### src/rtl/oct_pkg.sv
// Shared types, constants and helper functions for the open count table.
// No dependencies; every other file of the block imports this package.
`timescale 1ns / 1ps
`default_nettype none

package oct_pkg;

   // Table geometry and counter width.
   localparam int NODES      = 16;
   localparam int CPUS       = 16;
   localparam int COUNT_BITS = 16;

   // Fixed field widths of the channels.
   localparam int FUNC_BITS    = 3;
   localparam int NODE_BITS    = 8;
   localparam int CPU_BITS     = 4;
   localparam int VERDICT_BITS = 2;

   // Derived widths.
   localparam int IDX_BITS        = (NODES > 1) ? $clog2(NODES) : 1;
   localparam int ITER_BITS       = IDX_BITS + 1;
   localparam int TALLY_DEPTH     = NODES * CPUS;
   localparam int TALLY_ADDR_BITS = (TALLY_DEPTH > 1) ? $clog2(TALLY_DEPTH) : 1;

   typedef logic [FUNC_BITS-1:0]       func_type;
   typedef logic [NODE_BITS-1:0]       node_id_type;
   typedef logic [CPU_BITS-1:0]        cpu_num_type;
   typedef logic [COUNT_BITS-1:0]      count_type;
   typedef logic [IDX_BITS-1:0]        idx_type;
   typedef logic [ITER_BITS-1:0]       iter_type;
   typedef logic [TALLY_ADDR_BITS-1:0] tally_addr_type;

   // Event codes; codes above FUNC_NODE_DOWN are other events.
   localparam func_type FUNC_OPEN       = 3'd0;
   localparam func_type FUNC_CLOSE      = 3'd1;
   localparam func_type FUNC_LCPU_DOWN  = 3'd2;
   localparam func_type FUNC_RCPU_DOWN  = 3'd3;
   localparam func_type FUNC_NODE_DOWN  = 3'd4;

   typedef enum logic [VERDICT_BITS-1:0] {
      VERDICT_GO   = 2'd0,
      VERDICT_STOP = 2'd1,
      VERDICT_FULL = 2'd2
   } verdict_type;

   localparam idx_type   LAST_IDX  = idx_type'(NODES - 1);
   localparam iter_type  ITER_END  = iter_type'(NODES);
   localparam iter_type  ITER_ONE  = iter_type'(1);
   localparam count_type COUNT_ONE = count_type'(1);

   typedef enum logic [2:0] {
      ST_IDLE,
      ST_SEARCH,
      ST_TALLY_RD,
      ST_MODIFY,
      ST_ALLOC,
      ST_SUM,
      ST_RESPOND
   } seq_state_type;

   // One entry of the node table memory.
   typedef struct packed {
      node_id_type node;
      count_type   total;
   } node_entry_type;

   typedef struct packed {
      idx_type     raddr;
      logic        we;
      idx_type     waddr;
      node_id_type wnode;
      count_type   wtotal;
   } node_cmd_type;

   typedef struct packed {
      tally_addr_type raddr;
      logic           we;
      tally_addr_type waddr;
      count_type      wdata;
      logic           row_clr;
      idx_type        clr_row;
   } tally_cmd_type;

   typedef struct packed {
      logic             busy;
      logic [NODES-1:0] slot_used;
   } seq_status_type;

   // A count is positive when it is nonzero and its sign bit is clear.
   function automatic logic cnt_positive(count_type v);
      cnt_positive = (v != '0) && !v[COUNT_BITS-1];
   endfunction

   function automatic logic cpu_in_range(cpu_num_type c);
      cpu_in_range = (int'(c) < CPUS);
   endfunction

   function automatic logic is_cpu_down(func_type f);
      is_cpu_down = (f == FUNC_LCPU_DOWN) || (f == FUNC_RCPU_DOWN);
   endfunction

   // Flat address of one CPU counter of one table entry.
   function automatic tally_addr_type tally_addr(idx_type e, int c);
      tally_addr = tally_addr_type'(int'(e) * CPUS + c);
   endfunction

endpackage

`default_nettype wire

### src/rtl/oct_tally_mem.sv
// CPU counter memory: one counter per entry and CPU, registered read, one
// write port, and a clear of a whole entry row. Depends on oct_pkg.
`timescale 1ns / 1ps
`default_nettype none

module oct_tally_mem import oct_pkg::*; (
   input  wire logic          clock,
   input  wire logic          reset,
   input  wire tally_cmd_type cmd,
   output count_type          rd_data
);

   count_type              tally_ram [TALLY_DEPTH];
   count_type              rd_data_ff;
   logic                   rd_vld_ff;
   logic [TALLY_DEPTH-1:0] vld_ff;
   logic [TALLY_DEPTH-1:0] vld_in;

   // Valid bits: a row clear drops the whole row, a write marks its word.
   always_comb begin
      vld_in = vld_ff;
      if (cmd.row_clr) begin
         for (int c = 0; c < CPUS; c++) begin
            vld_in[tally_addr(cmd.clr_row, c)] = 1'b0;
         end
      end else if (cmd.we) begin
         vld_in[cmd.waddr] = 1'b1;
      end
   end

   always_ff @(posedge clock) begin
      if (reset) begin
         vld_ff <= '0;
      end else begin
         vld_ff <= vld_in;
      end
   end

   // Synchronous write and registered read.
   always_ff @(posedge clock) begin
      if (cmd.we) begin
         tally_ram[cmd.waddr] <= cmd.wdata;
      end
      rd_data_ff <= tally_ram[cmd.raddr];
      rd_vld_ff  <= vld_ff[cmd.raddr];
   end

   assign rd_data = rd_vld_ff ? rd_data_ff : '0;

endmodule

`default_nettype wire

### config.mk
export PLATFORM = sky130hd
export DESIGN_NAME = oct_tally_mem
export DESIGN_NICKNAME = d
export VERILOG_FILES = /design/src/rtl/oct_pkg.sv /design/src/rtl/oct_tally_mem.sv
export SDC_FILE = /design/constraint.sdc
export NUM_CORES = 2
export LEC_CHECK = 0
export BUFFER_PORTS_ARGS = -buffer_cell sky130_fd_sc_hd__buf_4
export CORE_MARGIN = 4
export CORE_UTILIZATION = 25
export CTS_CLUSTER_DIAMETER = 150
export DETAILED_ROUTE_END_ITERATION = 12
export SETUP_SLACK_MARGIN = 0.05
export SYNTH_ARGS = -nofsm -noshare
export SYNTH_HDL_FRONTEND = slang
export SYNTH_SLANG_ARGS = --single-unit
### constraint.sdc
create_clock -name clock -period 3.2 [get_ports clock]
set_input_delay 0.8 -clock clock [delete_from_list [all_inputs] [get_ports clock]]
set_output_delay 0.8 -clock clock [all_outputs]
set_load 0.02 [all_outputs]
==> reports/metrics.csv <==
metric;value;unit
CP Max Fanout;32;
post-synthesis mux area share;14.86;%
Clock Latency Late Sink;0.99;ns
count of different cell masters after synthesis;57;
average routed wire per standard cell;26.12;um
core area;672300;um^2
filler instances;64810;
Period minus WS final;3.275;ns
Worst Setup Start Kind;input port;
hold buffer count at cts;0;
Post-Synth Simple-Gate Area;2.679;%
Final nets;9663;
antenna violations before repair;60;
TritonCTS clock tree;yes;
FP Rows;301;
Hold Path Class;in -> reg;
setup TNS;-0.1057;ns
H-tree levels;5;
placed cells;18110;
Final Wtd Congestion;0.8407;
PnR worst setup slack;-0.07496;ns
Synth Area in XOR/XNOR;0;%
ys async rst share;0;%
# port buffers;55;
DR pass1 iterations;8;
P_int;93.92;mW
post-detail-place hpwl;317300;um
Num Clock Sinks;4369;
Crit path max-delay family;compound AO/OA/AOI/OAI gates;
Setup Buffers After CTS;0;
sequential share of power;52.2;%
Avg Cell Area, Syn;20.01;um^2
Final Skew;0.05675;ns
Final Max Slew Viols;0;
post-route insts no fill;19010;
final hold slack;0.2089;ns
fmax;305.3;MHz
vias in the first global route;90040;
largest family of logic cells by synthesized area;multiplexers;
Psw;26.29;mW
Compound-Gate Fraction of Synth Area;4.485;%
Pwr Density;588.9;nW/um^2
Worst slew margin;9.305;%
leak pwr;64.99;nW
area leader, netlist;edfxtp_1;
TritonCTS Buffers;444;
RSZ-0062 raised after global routing;false;
Clock Tree Buf Depth;4;
Routed Antenna Nets;0;
Worst path max stage delay;0.49;ns
top cells by area, synth;edfxtp_1 73%, mux4_2 12%, dfxtp_1 3.2%, mux2i_1 3.0%, a22oi_1 1.6%;
largest net degree at the start of global routing;97;
GRT Overall Usage;13.86;%
crit path DAT;4.20;ns
failing checks;setup timing;
fin crit share;102.3;%
CP required;4.13;ns
die area;688100;um^2
synth cell count leaders;4,096 x edfxtp_1, 883 x mux4_2, 567 x nor2_1, 502 x mux2i_1, 356 x a22oi_1;
Setup crit end kind;register;
EDFF count, synth;4096;
fraction of layout cells with a size suffix above 1;28.94;%
Root Driver;clkbuf_16;
routed vias;91420;
Initial Util;25.10;%
sw frac;21.87;%
Area Overhead vs Synth;20.98;%
Post-Synth Adder-Cell Area;0;%
status;complete, but fails checks;
DRT iter0 DRCs;11650;
CTS clk-pin slew, worst paths;0.06;ns
Synth warnings;0;
Yosys reg bits;4369;
GR Overflow Total;0;
crit path cell chain;buf_8 > or2_4 > buf_4 > buf_12 > buf_4 > o221ai_1 > a21oi_1 > o21ai_0 > o21ai_0 > buf_4 > nor3_1 > buf_4 > and4_1;
Synth Net Count;8473;
DIE WIDTH;829.5;um
CP most frequent cell;buf_4;
Design Power;120.2;mW
power share of the clock group;42.1;%
routed vias/inst;4.808;
first-pass GRT wire length;697600;um
slowest CP cell;o21ai_0;
final hold vios;0;
Worst IR Drop VDD;0.5127;mV
crit path kind;in -> reg;
Ports;56;
Primary FF master, synth;edfxtp_1;
Worst-Margin Slew;1.346;ns
Die H;829.5;um
Residual DRC;0;
Final setup viols;2;
Logic pwr share;5.8;%
Synth top area share;72.90;%
register area share after synthesis;76.14;%
Synth Cell Area;168700;um^2
Max Cap Viol;0;
cells after synthesis;8433;
worst path bufs/invs;6;
top-count cell post-synth;edfxtp_1;
DRT Wirelength;496700;um
per-stage QoR:
stage	util (%)	area, um^2	setup slack [ns]
2_1_floorplan	-	168700	0.1809
3_3_place_gp	28.21	189700	-2.639
3_5_place_dp	28.23	189700	-1.518
4_1_cts	30.33	203900	0.005659
5_1_grt	30.36	204100	0.008539
6_report	30.36	204100	-0.07496
cell families (layout without fill, tap and decap cells):
group	Yosys count	after routing
other cells	0	85
mux	1392	1392
flops	4369	4369
simple gates	1039	1039
compound gates	1072	1072
buf+inv	561	2119
cell usage in the layout (no fill, tap or decap), types with 113 or more instances in the layout:
cell       count
a21oi_1      236
a22oi_1      356
buf_12       218
buf_4       1054
clkbuf_1     113
clkbuf_16    451
dfxtp_1      273
edfxtp_1    4096
mux2i_1      502
mux4_2       883
nand2_1      150
nor2_1       523
o221ai_1     212
per-layer routing:
metal | global-route usage [%] | vias up | wire, um
li1 | - | 37650 | -
met2 | 22.09 | 4303 | 231300
met5 | 0 | - | 204
met3 | 3.048 | 752 | 45730
met1 | 18.81 | 48680 | 201400
met4 | 4.540 | 32 | 18100
flip-flops by register name, summed over array words and instances (netlist names):
name and flops:
vld_ff 256, tally_ram 4096, rd_vld_ff 1, rd_data_ff 16
worst paths after layout:
| kind | startpoint | endpoint | slack (ns) | depth (start not counted) |
|---|---|---|---|---|
| worst max-delay path | cmd[31] | rd_data_ff[11]$_DFF_P_ | -0.07 | 13 |
| worst min-delay path | cmd[11] | tally_ram[180][6]$_DFFE_PP_ | 0.21 | 1 |
| worst max register to register | tally_ram[8][13]$_DFFE_PP_ | rd_data_ff[13]$_DFF_P_ | 0.38 | 6 |
| worst min register to register | vld_ff[254]$_SDFFE_PP0P_ | vld_ff[254]$_SDFFE_PP0P_ | 0.46 | 2 |
worst reg2reg max path, cell delays in order, from the launching register on:
cell and delay [ns]:
edfxtp_1 0.38, mux4_2 0.46, a221oi_1 0.29, o21ai_1 0.21, nor4_2 0.69, nor2_1 0.39
and3_1 0.26
final cells by class:
class	count	area, um^2	area share (%)
sequential	4369	128500	62.94
multi-input combinational	3503	37520	18.38
timing repair buffer	1298	12640	6.191
clock buffer	582	11950	5.854
tap	8938	11180	5.479
clock inverter	232	2110	1.034
antenna	85	212.7	0.1042
inverter	7	36.28	0.01778
power groups by stage:
| stage | registers [mW] | clock network (mW) | logic [mW] |
|---|---|---|---|
| finish | 62.7 | 50.6 | 6.93 |
| global route | 62.7 | 53.8 | 7.25 |
| CTS | 62.7 | 51.4 | 6.95 |
| detailed placement | 63.9 | 0 | 6.92 |
| global placement | 63.9 | 0 | 6.86 |
| floorplan | 63.8 | 0 | 3.07 |
timing repair:
action	CTS	global route
resized for setup	16	4
hold endpoints to repair	0	0
endpoints found under the setup margin	13	4
Power figures use the tool's default switching activity.
