`config.mk`:
```
export PLATFORM = sky130hd
export DESIGN_NAME = oct_node_mem
export DESIGN_NICKNAME = d
export VERILOG_FILES = /design/src/rtl/oct_pkg.sv /design/src/rtl/oct_node_mem.sv
export SDC_FILE = /design/constraint.sdc
export NUM_CORES = 1
export LEC_CHECK = 0
export CAP_MARGIN = 20
export CORE_MARGIN = 10
export CORE_UTILIZATION = 60
export DETAILED_ROUTE_END_ITERATION = 16
export DONT_BUFFER_PORTS = 1
export PLACE_DENSITY_LB_ADDON = 0.1
export SETUP_SLACK_MARGIN = 0.2
export SLEW_MARGIN = 5
export SYNTH_ARGS = -nofsm -noshare
export SYNTH_HDL_FRONTEND = slang
export SYNTH_SLANG_ARGS = --single-unit
```
`constraint.sdc`:
```
create_clock -name clock -period 5.1 [get_ports clock]
set_input_delay 0.51 -clock clock [delete_from_list [all_inputs] [get_ports clock]]
set_output_delay 0.51 -clock clock [all_outputs]
set_load 0.02 [all_outputs]
```
`src/rtl/oct_pkg.sv`:
```
// Shared types, constants and helper functions for the open count table.
// No dependencies; every other file of the block imports this package.
`timescale 1ns / 1ps
`default_nettype none

package oct_pkg;

   // Table geometry and counter width.
   localparam int NODES      = 16;
   localparam int CPUS       = 16;
   localparam int COUNT_BITS = 16;

   // Fixed field widths of the channels.
   localparam int FUNC_BITS    = 3;
   localparam int NODE_BITS    = 8;
   localparam int CPU_BITS     = 4;
   localparam int VERDICT_BITS = 2;

   // Derived widths.
   localparam int IDX_BITS        = (NODES > 1) ? $clog2(NODES) : 1;
   localparam int ITER_BITS       = IDX_BITS + 1;
   localparam int TALLY_DEPTH     = NODES * CPUS;
   localparam int TALLY_ADDR_BITS = (TALLY_DEPTH > 1) ? $clog2(TALLY_DEPTH) : 1;

   typedef logic [FUNC_BITS-1:0]       func_type;
   typedef logic [NODE_BITS-1:0]       node_id_type;
   typedef logic [CPU_BITS-1:0]        cpu_num_type;
   typedef logic [COUNT_BITS-1:0]      count_type;
   typedef logic [IDX_BITS-1:0]        idx_type;
   typedef logic [ITER_BITS-1:0]       iter_type;
   typedef logic [TALLY_ADDR_BITS-1:0] tally_addr_type;

   // Event codes; codes above FUNC_NODE_DOWN are other events.
   localparam func_type FUNC_OPEN       = 3'd0;
   localparam func_type FUNC_CLOSE      = 3'd1;
   localparam func_type FUNC_LCPU_DOWN  = 3'd2;
   localparam func_type FUNC_RCPU_DOWN  = 3'd3;
   localparam func_type FUNC_NODE_DOWN  = 3'd4;

   typedef enum logic [VERDICT_BITS-1:0] {
      VERDICT_GO   = 2'd0,
      VERDICT_STOP = 2'd1,
      VERDICT_FULL = 2'd2
   } verdict_type;

   localparam idx_type   LAST_IDX  = idx_type'(NODES - 1);
   localparam iter_type  ITER_END  = iter_type'(NODES);
   localparam iter_type  ITER_ONE  = iter_type'(1);
   localparam count_type COUNT_ONE = count_type'(1);

   typedef enum logic [2:0] {
      ST_IDLE,
      ST_SEARCH,
      ST_TALLY_RD,
      ST_MODIFY,
      ST_ALLOC,
      ST_SUM,
      ST_RESPOND
   } seq_state_type;

   // One entry of the node table memory.
   typedef struct packed {
      node_id_type node;
      count_type   total;
   } node_entry_type;

   typedef struct packed {
      idx_type     raddr;
      logic        we;
      idx_type     waddr;
      node_id_type wnode;
      count_type   wtotal;
   } node_cmd_type;

   typedef struct packed {
      tally_addr_type raddr;
      logic           we;
      tally_addr_type waddr;
      count_type      wdata;
      logic           row_clr;
      idx_type        clr_row;
   } tally_cmd_type;

   typedef struct packed {
      logic             busy;
      logic [NODES-1:0] slot_used;
   } seq_status_type;

   // A count is positive when it is nonzero and its sign bit is clear.
   function automatic logic cnt_positive(count_type v);
      cnt_positive = (v != '0) && !v[COUNT_BITS-1];
   endfunction

   function automatic logic cpu_in_range(cpu_num_type c);
      cpu_in_range = (int'(c) < CPUS);
   endfunction

   function automatic logic is_cpu_down(func_type f);
      is_cpu_down = (f == FUNC_LCPU_DOWN) || (f == FUNC_RCPU_DOWN);
   endfunction

   // Flat address of one CPU counter of one table entry.
   function automatic tally_addr_type tally_addr(idx_type e, int c);
      tally_addr = tally_addr_type'(int'(e) * CPUS + c);
   endfunction

endpackage

`default_nettype wire

```
`src/rtl/oct_node_mem.sv`:
```
// Node table memory: node number and node counter per entry, one read port
// with a registered read, one write port. Depends on oct_pkg.
`timescale 1ns / 1ps
`default_nettype none

module oct_node_mem import oct_pkg::*; (
   input  wire logic           clock,
   input  wire logic           reset,
   input  wire node_cmd_type   cmd,
   output node_entry_type      rd_entry
);

   node_entry_type   node_ram [NODES];
   node_entry_type   rd_data_ff;
   logic             rd_vld_ff;
   logic [NODES-1:0] vld_ff;
   logic [NODES-1:0] vld_in;

   // An entry reads as zero until its first write.
   always_comb begin
      vld_in = vld_ff;
      if (cmd.we) begin
         vld_in[cmd.waddr] = 1'b1;
      end
   end

   always_ff @(posedge clock) begin
      if (reset) begin
         vld_ff <= '0;
      end else begin
         vld_ff <= vld_in;
      end
   end

   // Synchronous write and registered read.
   always_ff @(posedge clock) begin
      if (cmd.we) begin
         node_ram[cmd.waddr] <= '{node: cmd.wnode, total: cmd.wtotal};
      end
      rd_data_ff <= node_ram[cmd.raddr];
      rd_vld_ff  <= vld_ff[cmd.raddr];
   end

   assign rd_entry = rd_vld_ff ? rd_data_ff : '0;

endmodule

`default_nettype wire

```
==> flow_metrics.py, run 1 <==
metrics = {
    "placed_design": {
        "portBuffers": 0,
        "dpl.hpwl_um": 16600,
        "routabilityCongestion": 0.762,
    },
    "drt": {
        "viasPerCell": 6.37,
        "route.met2.wl_um": 15800,
        "vias": 7154,
        "drt_iter0_drc": 690,
        "dr.max_layer_used": "met4",
        "wl_met3_um": 1700,
        "drt-wirelength-per-cell_um": 27.2,
        "drc": 0,
        "wl_um": 30600,
        "antenna_left": 0,
        "met1_length_um": 12700,
        "first_pass_iters": 5,
    },
    "yosys": {
        "synth_nets": 764,
        "synth_area_mm2": 0.0158,
        "yosysSeqAreaShare": 0.784,
        "yosys_warnings": 0,
        "yosys.cell_types.count": 23,
        "ys_ff_latch": 425,
        "synth_cells": 729,
        "syn_avg_cell_area_um2": 21.6,
    },
    "hold_path": {
        "holdPathStages": 1,
        "worst_hold_path_type": "in -> reg",
        "hold_path_end": "vld_ff[4]",
        "hp-start": "reset",
    },
    "grt": {
        "grt_max_degree": 101,
        "grt_usage": 0.187,
        "antenna_found_initial": 0,
        "grt_pass1_vias": 7628,
        "grt_remaining_overflow": 0,
        "grt_pass1_wl_um": 47500,
    },
    "setup_path": {
        "slowest_delay_ns": 0.67,
        "r2r_setup_slack_ns": 3.74,
        "slowest_stage": "dfxtp_1",
        "timing.rr.end": "rd_data_ff[8]",
        "r2r_start": "node_ram[3][8]",
        "worstSetupEndpointType": "primary output",
        "critPathBufInv": 1,
        "cp_data_required_time_ns": 4.59,
        "reg2reg_depth": 3,
        "crit_cells": 2,
        "critical_path_class": "reg -> out",
        "cp_top_family": "flip-flops",
        "crit_chain": "buf_8 > and2_1",
        "start_kind": "register",
        "cp.arrival_ns": 1.70,
        "path_max_fanout": 16,
    },
    "clock_network": {
        "cts-root-buf": "clkbuf_16",
        "hold_buffers": 0,
        "htreeDepth": 2,
        "post_cts_buffers": 0,
        "cts_tree": "built",
        "cts_resized": 0,
        "cts_max_path_buffers": 3,
        "clk_pin_slew_ns": 0.06,
        "clock-sinks": 425,
        "cts_buffers": 42,
        "clk_latency_ns": 0.52,
    },
    "sta": {
        "skew_ns": 0.0109,
        "fmax_ghz": 0.453,
        "drv_slew": 0,
        "rsz0062_at_grt": "false",
        "setup_tns_ns": 0,
        "worst_pin_slew_ns": 1.01,
        "fin_crit_sh": 0.433,
        "relSlewSlack": 0.327,
        "hold_viol_final": 0,
        "setup_viol_count_final": 0,
        "fin_crit_ns": 2.21,
    },
    "run_status": {
        "status": "finished, final reports clean",
    },
    "finish": {
        "utilization": 0.676,
        "drive_gt1_frac": 0.261,
        "fin_nets": 789,
        "syn2layout_area_growth_pct": 11.5,
        "antenna-diode-count": 0,
    },
    "floorplanning": {
        "core_area_mm2": 0.0260,
        "start_util": 0.606,
        "die_h_um": 182,
        "fp-row-count": 59,
        "ioPinCount": 59,
        "die_area_mm2": 0.0331,
        "die-width_um": 182,
    },
    "power_and_ir_drop": {
        "powerDensity_mw_per_mm2": 406,
        "peakVddDrop_mv": 0.323,
        "finalPower_w": 0.00713,
        "leakage_nw": 5.63,
    },
    "run": {
        "max-cap-violations": 0,
    },
}
==> metrics by stage <==
stage / setup slack, ns / instance area (µm²) / hold slack, ns / std cells
floorplan: 1.97 / 15800 / 0.431 / 729
global placement: 2.89 / 16200 / 0.442 / 1044
detailed placement: 2.82 / 16200 / 0.456 / 1044
CTS: 2.55 / 17600 / 0.0301 / 1122
global route: 2.80 / 17600 / 0.0279 / 1123
finish: 2.89 / 17600 / 0.0549 / 1123
==> state kept, by name (all words and copies together) (netlist names) <==
register / flops
node_ram: 384
rd_vld_ff: 1
rd_data_ff: 24
vld_ff: 16
==> final cells by class <==
cell class	instances	area, µm²
Timing Repair Buffer	20	158
Clock buffer	57	1220
Clock inverter	21	155
Multi-Input combinational cell	265	3260
Tap cell	335	419
Sequential cell	425	12400
Fill cell	1688	8420
==> worst register-to-register path: cells and delay by family, from the launching register on <==
kind               cells  cell delay (ns)
DFF                    1             0.38
AOI/OAI and AO/OA      1             0.26
muxes                  1             0.52
and+or+nand+nor        1             0.08
==> worst max path at each step <==
stage,from,to,slack (ns)
final,rd_vld_ff,rd_entry[8],2.89
after detailed placement,cmd[27],node_ram[13][18],2.82
after CTS,rd_vld_ff,rd_entry[4],2.55
after floorplan,cmd[26],node_ram[0][0],1.97
after global placement,cmd[25],node_ram[13][18],2.89
after global routing,rd_vld_ff,rd_entry[11],2.80
==> power by group <==
part           total [W]  switching (W)  leakage (nW)  internal [W]
registers        0.00391      0.0000231          3.81       0.00389
logic           0.000215       0.000100          1.14      0.000115
clock network    0.00300        0.00122         0.686       0.00178
==> cell usage after synthesis (all sizes together) <==
cell type / n / area share
edfxtp: 384 / 0.73
mux4: 100 / 0.14
a22oi: 50 / 0.024
dfxtp: 41 / 0.052
nor2: 30 / 0.0071
nand2: 26 / 0.0062
and2: 25 / 0.0099
buf: 21 / 0.0089
clkbuf: 18 / 0.0043
a21oi: 12 / 0.0038
a31oi: 4 / 0.0016
nor2b: 4 / 0.0016
nor3: 4 / 0.0013
and3b: 2 / 0.0011
nand2b: 2 / 0.00079
nand3b: 2 / 0.00095
and3: 1 / 0.00040
nand3: 1 / 0.00032
nor3b: 1 / 0.00048
or3b: 1 / 0.00056
==> kinds of logic after synthesis <==
family	share of synthesized area
multiplexers	0.143
flip-flops	0.784
buffers and inverters	0.0132
AND/OR/NAND/NOR	0.0307
AO/OA/AOI/OAI	0.0292
==> metal layers <==
metal / global-route usage / up-vias
met5: 0 / -
met1: 0.251 / 3835
met4: 0.0456 / 0
li1: - / 3065
met3: 0.0346 / 35
met2: 0.314 / 219
==> placed cells by master (no fill, tap or decap), types with 4 or more instances in the layout <==
cell,count
clkbuf_1,7
edfxtp_1,384
nor2_1,17
dfxtp_1,41
a31oi_1,4
clkbuf_16,45
nor2_2,11
buf_4,19
clkinv_1,5
a21oi_1,12
nor3_2,4
clkinv_2,12
mux4_2,100
a22oi_1,50
nand2_1,26
clkbuf_8,5
and2_1,25
(Power assumes the default switching activity.)
==> inputs of run 2 (changes only) <==
CORE_UTILIZATION = 57   (was 60)
clock period = 1.8 ns   (was 5.1 ns; I/O delays follow)
==> run 2 against run 1 <==
Critical path depth did not move; first-iteration DRC count rose by 2.5%; sequential power rose to 2.8 times the previous value; clock-buffer cell count rose by 6; largest cell class unchanged; largest power group unchanged; highest routed layer unchanged.
==> flow_metrics.py, run 2 (synthesis results as in run 1) <==
metrics = {
    "setup_path": {
        "cp_data_required_time_ns": 1.62,
        "start_kind": "register",
        "cp.arrival_ns": 1.40,
        "critical_path_class": "reg -> out",
        "path_max_fanout": 11,
        "worstSetupEndpointType": "primary output",
    },
    "placed_design": {
        "portBuffers": 0,
        "dpl.hpwl_um": 17500,
        "place_ws_ns": 0.255,
        "place_inst": 1088,
        "routabilityCongestion": 0.743,
    },
    "drt": {
        "viasPerCell": 6.24,
        "wl_um": 32900,
        "drt-wirelength-per-cell_um": 27.4,
        "drc": 0,
        "antenna_left": 0,
        "vias": 7499,
        "first_pass_iters": 5,
        "drt_iter0_drc": 707,
    },
    "finish": {
        "regArea_mm2": 0.0124,
        "reg_top3": "node_ram x384, rd_data_ff x24, vld_ff x16",
        "largest_reg_flops": 384,
        "mostFrequentLayoutCells": "384 x edfxtp_1, 100 x mux4_2, 50 x a22oi_1, 45 x clkbuf_16, 41 x dfxtp_1",
        "fin_nets": 831,
        "largest-register": "node_ram",
        "drive_gt1_frac": 0.280,
        "final_common_cell": "edfxtp_1",
        "nFillCells": 1721,
        "multi_input_area_mm2": 0.00337,
        "utilization": 0.674,
        "syn2layout_area_growth_pct": 15.9,
        "fin_cells": 1202,
    },
    "clock_network": {
        "clk_pin_slew_ns": 0.06,
        "clk_latency_ns": 0.53,
        "cts-root-buf": "clkbuf_16",
        "cts_max_path_buffers": 3,
        "htreeDepth": 2,
        "clock-sinks": 425,
        "cts_buffers": 43,
        "cts_tree": "built",
        "post_cts_buffers": 0,
    },
    "sta": {
        "hold_viol_final": 0,
        "setup_viol_count_final": 0,
        "fin_crit_sh": 0.880,
        "relSlewSlack": 0.370,
        "fmax_ghz": 0.631,
        "fin_crit_ns": 1.58,
        "rsz0062_at_grt": "true",
        "drv_slew": 0,
        "skew_ns": 0.00564,
        "worst_slack_ns": 0.215,
        "worst_pin_slew_ns": 0.945,
    },
    "grt": {
        "grt_pass1_wl_um": 50200,
        "antenna_found_initial": 1,
        "grt_pass1_vias": 7988,
        "grt_usage": 0.197,
        "grt_remaining_overflow": 0,
        "grt_max_degree": 101,
    },
    "power_and_ir_drop": {
        "powerDensity_mw_per_mm2": 1120,
        "leakage_nw": 5.86,
        "peakVddDrop_mv": 0.954,
    },
    "floorplanning": {
        "ioPinCount": 59,
        "start_util": 0.581,
        "fp-row-count": 60,
        "die_area_mm2": 0.0347,
        "die_h_um": 186,
        "die-width_um": 186,
        "core_area_mm2": 0.0271,
    },
    "hold_path": {
        "worst_hold_path_type": "in -> reg",
    },
    "run_status": {
        "status": "finished, final reports clean",
    },
    "run": {
        "max-cap-violations": 0,
    },
}
run 2: final cells by class:
class                           instances  share of cell area
Antenna cell                            1            0.000137
Clock inverter                         15             0.00706
Sequential cell                       425               0.676
Timing Repair Buffer                   61              0.0388
Clock buffer                           63              0.0676
Multi-Input combinational cell        265               0.185
Tap cell                              372              0.0255
run 2: critical path: stages, from the launching register on:
cell and delay [ns]:
dfxtp_1 0.37, buf_4 0.24, and2_2 0.26
run 2: path summary, 6_finish.rpt:
path                                      start       endpoint  slack (ns)  cells past startpoint
worst max-delay path                  rd_vld_ff    rd_entry[3]        0.22                      2
worst min-delay path                    cmd[29]  rd_data_ff[9]        0.01                      3
worst max register to register  node_ram[11][1]  rd_data_ff[1]        0.42                      3
worst min register to register        vld_ff[9]      vld_ff[9]        0.48                      2
run 2: report_power, final:
group	leakage, nW	total [W]	internal, W	switching, W
logic	1.39	0.000867	0.000401	0.000466
clock network	0.663	0.00850	0.00504	0.00346
registers	3.81	0.0111	0.0110	0.0000620
total	5.86	0.0204	0.0164	0.00399
run 2: per-layer routing:
| layer | global-route usage | routed length, µm | vias up |
|---|---|---|---|
| met3 | 0.0345 | 1830 | 56 |
| li1 | - | - | 3162 |
| met4 | 0.0545 | 665 | 0 |
| met1 | 0.271 | 14100 | 4023 |
| met5 | 0 | 0 | - |
| met2 | 0.322 | 16300 | 258 |
run 2: stage by stage:
| stage | hold slack (ns) | cell area (µm²) | TNS [ns] | power [W] |
|---|---|---|---|---|
| final | 0.00989 | 18300 | 0 | 0.0204 |
| after global routing | 0.00725 | 18300 | 0 | 0.0211 |
| after CTS | 0.00172 | 18300 | 0 | 0.0206 |
| after detailed placement | 0.257 | 16500 | 0 | 0.0119 |
| after global placement | 0.255 | 16500 | 0 | 0.0119 |
| after floorplan | 0.279 | 15800 | -10.92 | 0.0118 |
run 2: repair_timing:
item / CTS / global route
endpoints found under the hold margin: 416 / 0
resized for setup: 24 / 2
endpoints found under the setup margin: 24 / 35
hold buffers: 35 / 0
==> inputs of run 3 (changes only) <==
CORE_UTILIZATION = 50   (was 57)
RECOVER_POWER = 50   (was default)
==> run 3 against run 2 <==
Die area is 12% higher; register-to-register slack better by 0.03 ns; first-iteration DRC count is 0.42% lower; setup slack better by 0.0072 ns; via count is 2.2% lower; critical path type unchanged; critical endpoint is now rd_entry[17].
==> flow_metrics.py, run 3 (synthesis results as in run 1) <==
metrics = {
    "run_status": {
        "status": "finished, final reports clean",
    },
    "drt": {
        "viasPerCell": 5.99,
        "drt-wirelength-per-cell_um": 27.0,
        "drc": 0,
        "first_pass_iters": 5,
        "vias": 7331,
        "antenna_left": 0,
        "drt_iter0_drc": 704,
        "wl_um": 33100,
    },
    "finish": {
        "largest-register": "node_ram",
        "nFillCells": 2207,
        "fin_nets": 829,
        "syn2layout_area_growth_pct": 14.8,
        "antenna-diode-count": 0,
        "mostFrequentLayoutCells": "384 x edfxtp_1, 100 x mux4_2, 50 x a22oi_1, 45 x clkbuf_16, 41 x dfxtp_1",
        "largest_reg_flops": 384,
        "utilization": 0.587,
        "fin_cells": 1224,
        "drive_gt1_frac": 0.274,
        "final_common_cell": "edfxtp_1",
        "reg_top3": "node_ram x384, rd_data_ff x24, vld_ff x16",
    },
    "floorplanning": {
        "die-width_um": 198,
        "ioPinCount": 59,
        "die_area_mm2": 0.0390,
        "start_util": 0.511,
        "fp-row-count": 64,
        "core_area_mm2": 0.0308,
        "die_h_um": 198,
    },
    "placed_design": {
        "dpl.hpwl_um": 17500,
        "portBuffers": 0,
        "routabilityCongestion": 0.732,
        "place_inst": 1112,
    },
    "setup_path": {
        "worstSetupEndpointType": "primary output",
        "start_kind": "register",
        "critical_path_class": "reg -> out",
        "crit_chain": "buf_4 > and2_2",
        "cp.arrival_ns": 1.40,
        "cp_top_family": "flip-flops",
        "critPathBufInv": 1,
        "slowest_stage": "dfxtp_1",
        "cp_data_required_time_ns": 1.62,
        "slowest_delay_ns": 0.36,
        "path_max_fanout": 14,
    },
    "clock_network": {
        "clk_pin_slew_ns": 0.06,
        "htreeDepth": 2,
        "cts-root-buf": "clkbuf_16",
        "clk_latency_ns": 0.52,
        "clock-sinks": 425,
        "cts_max_path_buffers": 3,
        "post_cts_buffers": 0,
        "cts_buffers": 44,
        "cts_tree": "built",
    },
    "sta": {
        "drv_slew": 0,
        "fmax_ghz": 0.634,
        "fin_crit_ns": 1.58,
        "fin_crit_sh": 0.876,
        "worst_pin_slew_ns": 1.07,
        "skew_ns": 0.0142,
        "rsz0062_at_grt": "true",
        "setup_viol_count_final": 0,
        "fin_hold_ws_ns": 0.00166,
        "hold_viol_final": 0,
        "setup_tns_ns": 0,
        "relSlewSlack": 0.281,
    },
    "power_and_ir_drop": {
        "leakage_nw": 5.82,
        "powerDensity_mw_per_mm2": 1130,
        "peakVddDrop_mv": 0.866,
    },
    "grt": {
        "grt_remaining_overflow": 0,
        "grt_usage": 0.170,
        "grt_pass1_vias": 7810,
        "grt_pass1_wl_um": 49200,
        "antenna_found_initial": 0,
        "grt_max_degree": 101,
    },
    "hold_path": {
        "worst_hold_path_type": "in -> reg",
    },
    "run": {
        "max-cap-violations": 0,
    },
}
run 3: changes by cell type in the layout (fill, tap and decap cells not counted), sizes merged, moves of 2 or more:
cell         delta
clkbuf         +13
clkinv          +2
clkinvlp        -2
buf            -10
dlygate4sd3     -2
run 3: path summary, 6_finish.rpt:
| check | depth (start not counted) | from | to | slack [ns] |
|---|---|---|---|---|
| hold / removal | 3 | cmd[30] | rd_data_ff[12] | 0.002 |
| setup reg to reg | 3 | node_ram[3][10] | rd_data_ff[10] | 0.45 |
| setup / recovery | 2 | rd_vld_ff | rd_entry[17] | 0.22 |
| hold reg to reg | 2 | vld_ff[10] | vld_ff[10] | 0.47 |
run 3: per-stage QoR:
step | cell area [µm²] | setup slack (ns) | power, W
after floorplan | 15800 | -0.0802 | 0.0118
after global placement | 16500 | 0.202 | 0.0119
after detailed placement | 16500 | 0.151 | 0.0119
after CTS | 18200 | 0.173 | 0.0206
after global routing | 18100 | 0.171 | 0.0211
final | 18100 | 0.223 | 0.0204
run 3: area by class of cell:
class / count / area, µm² / share of cell area
clock buffer: 66 / 1240 / 0.0688
timing repair buffer: 58 / 526 / 0.0290
multi-input combinational: 265 / 3360 / 0.186
clock inverter: 14 / 114 / 0.00629
tap: 396 / 495 / 0.0274
sequential: 425 / 12400 / 0.683
run 3: timing repair:
action                                  CTS  global route
endpoints found under the hold margin   421            10
hold buffers                             31             1
resized for setup                        24             5
endpoints found under the setup margin   24            18
run 3: routing by layer:
metal  track usage  wire, µm  vias up
met2         0.274     16200      213
met5             0         0        -
li1              -         -     3159
met4        0.0456       530        0
met1         0.234     14400     3922
met3        0.0317      1870       37
run 3: where the power goes:
group	internal [W]	leakage [nW]	total (W)	switching (W)
clock network	0.00505	0.667	0.00852	0.00346
registers	0.0110	3.81	0.0111	0.0000665
logic	0.000382	1.34	0.000812	0.000430
total	0.0164	5.82	0.0204	0.00396
run 3: worst min-delay path, delay by kind of cell:
kind	cells	cell delay (ns)
mux	1	0.17
compound gates	1	0.07
simple gates	1	0.07
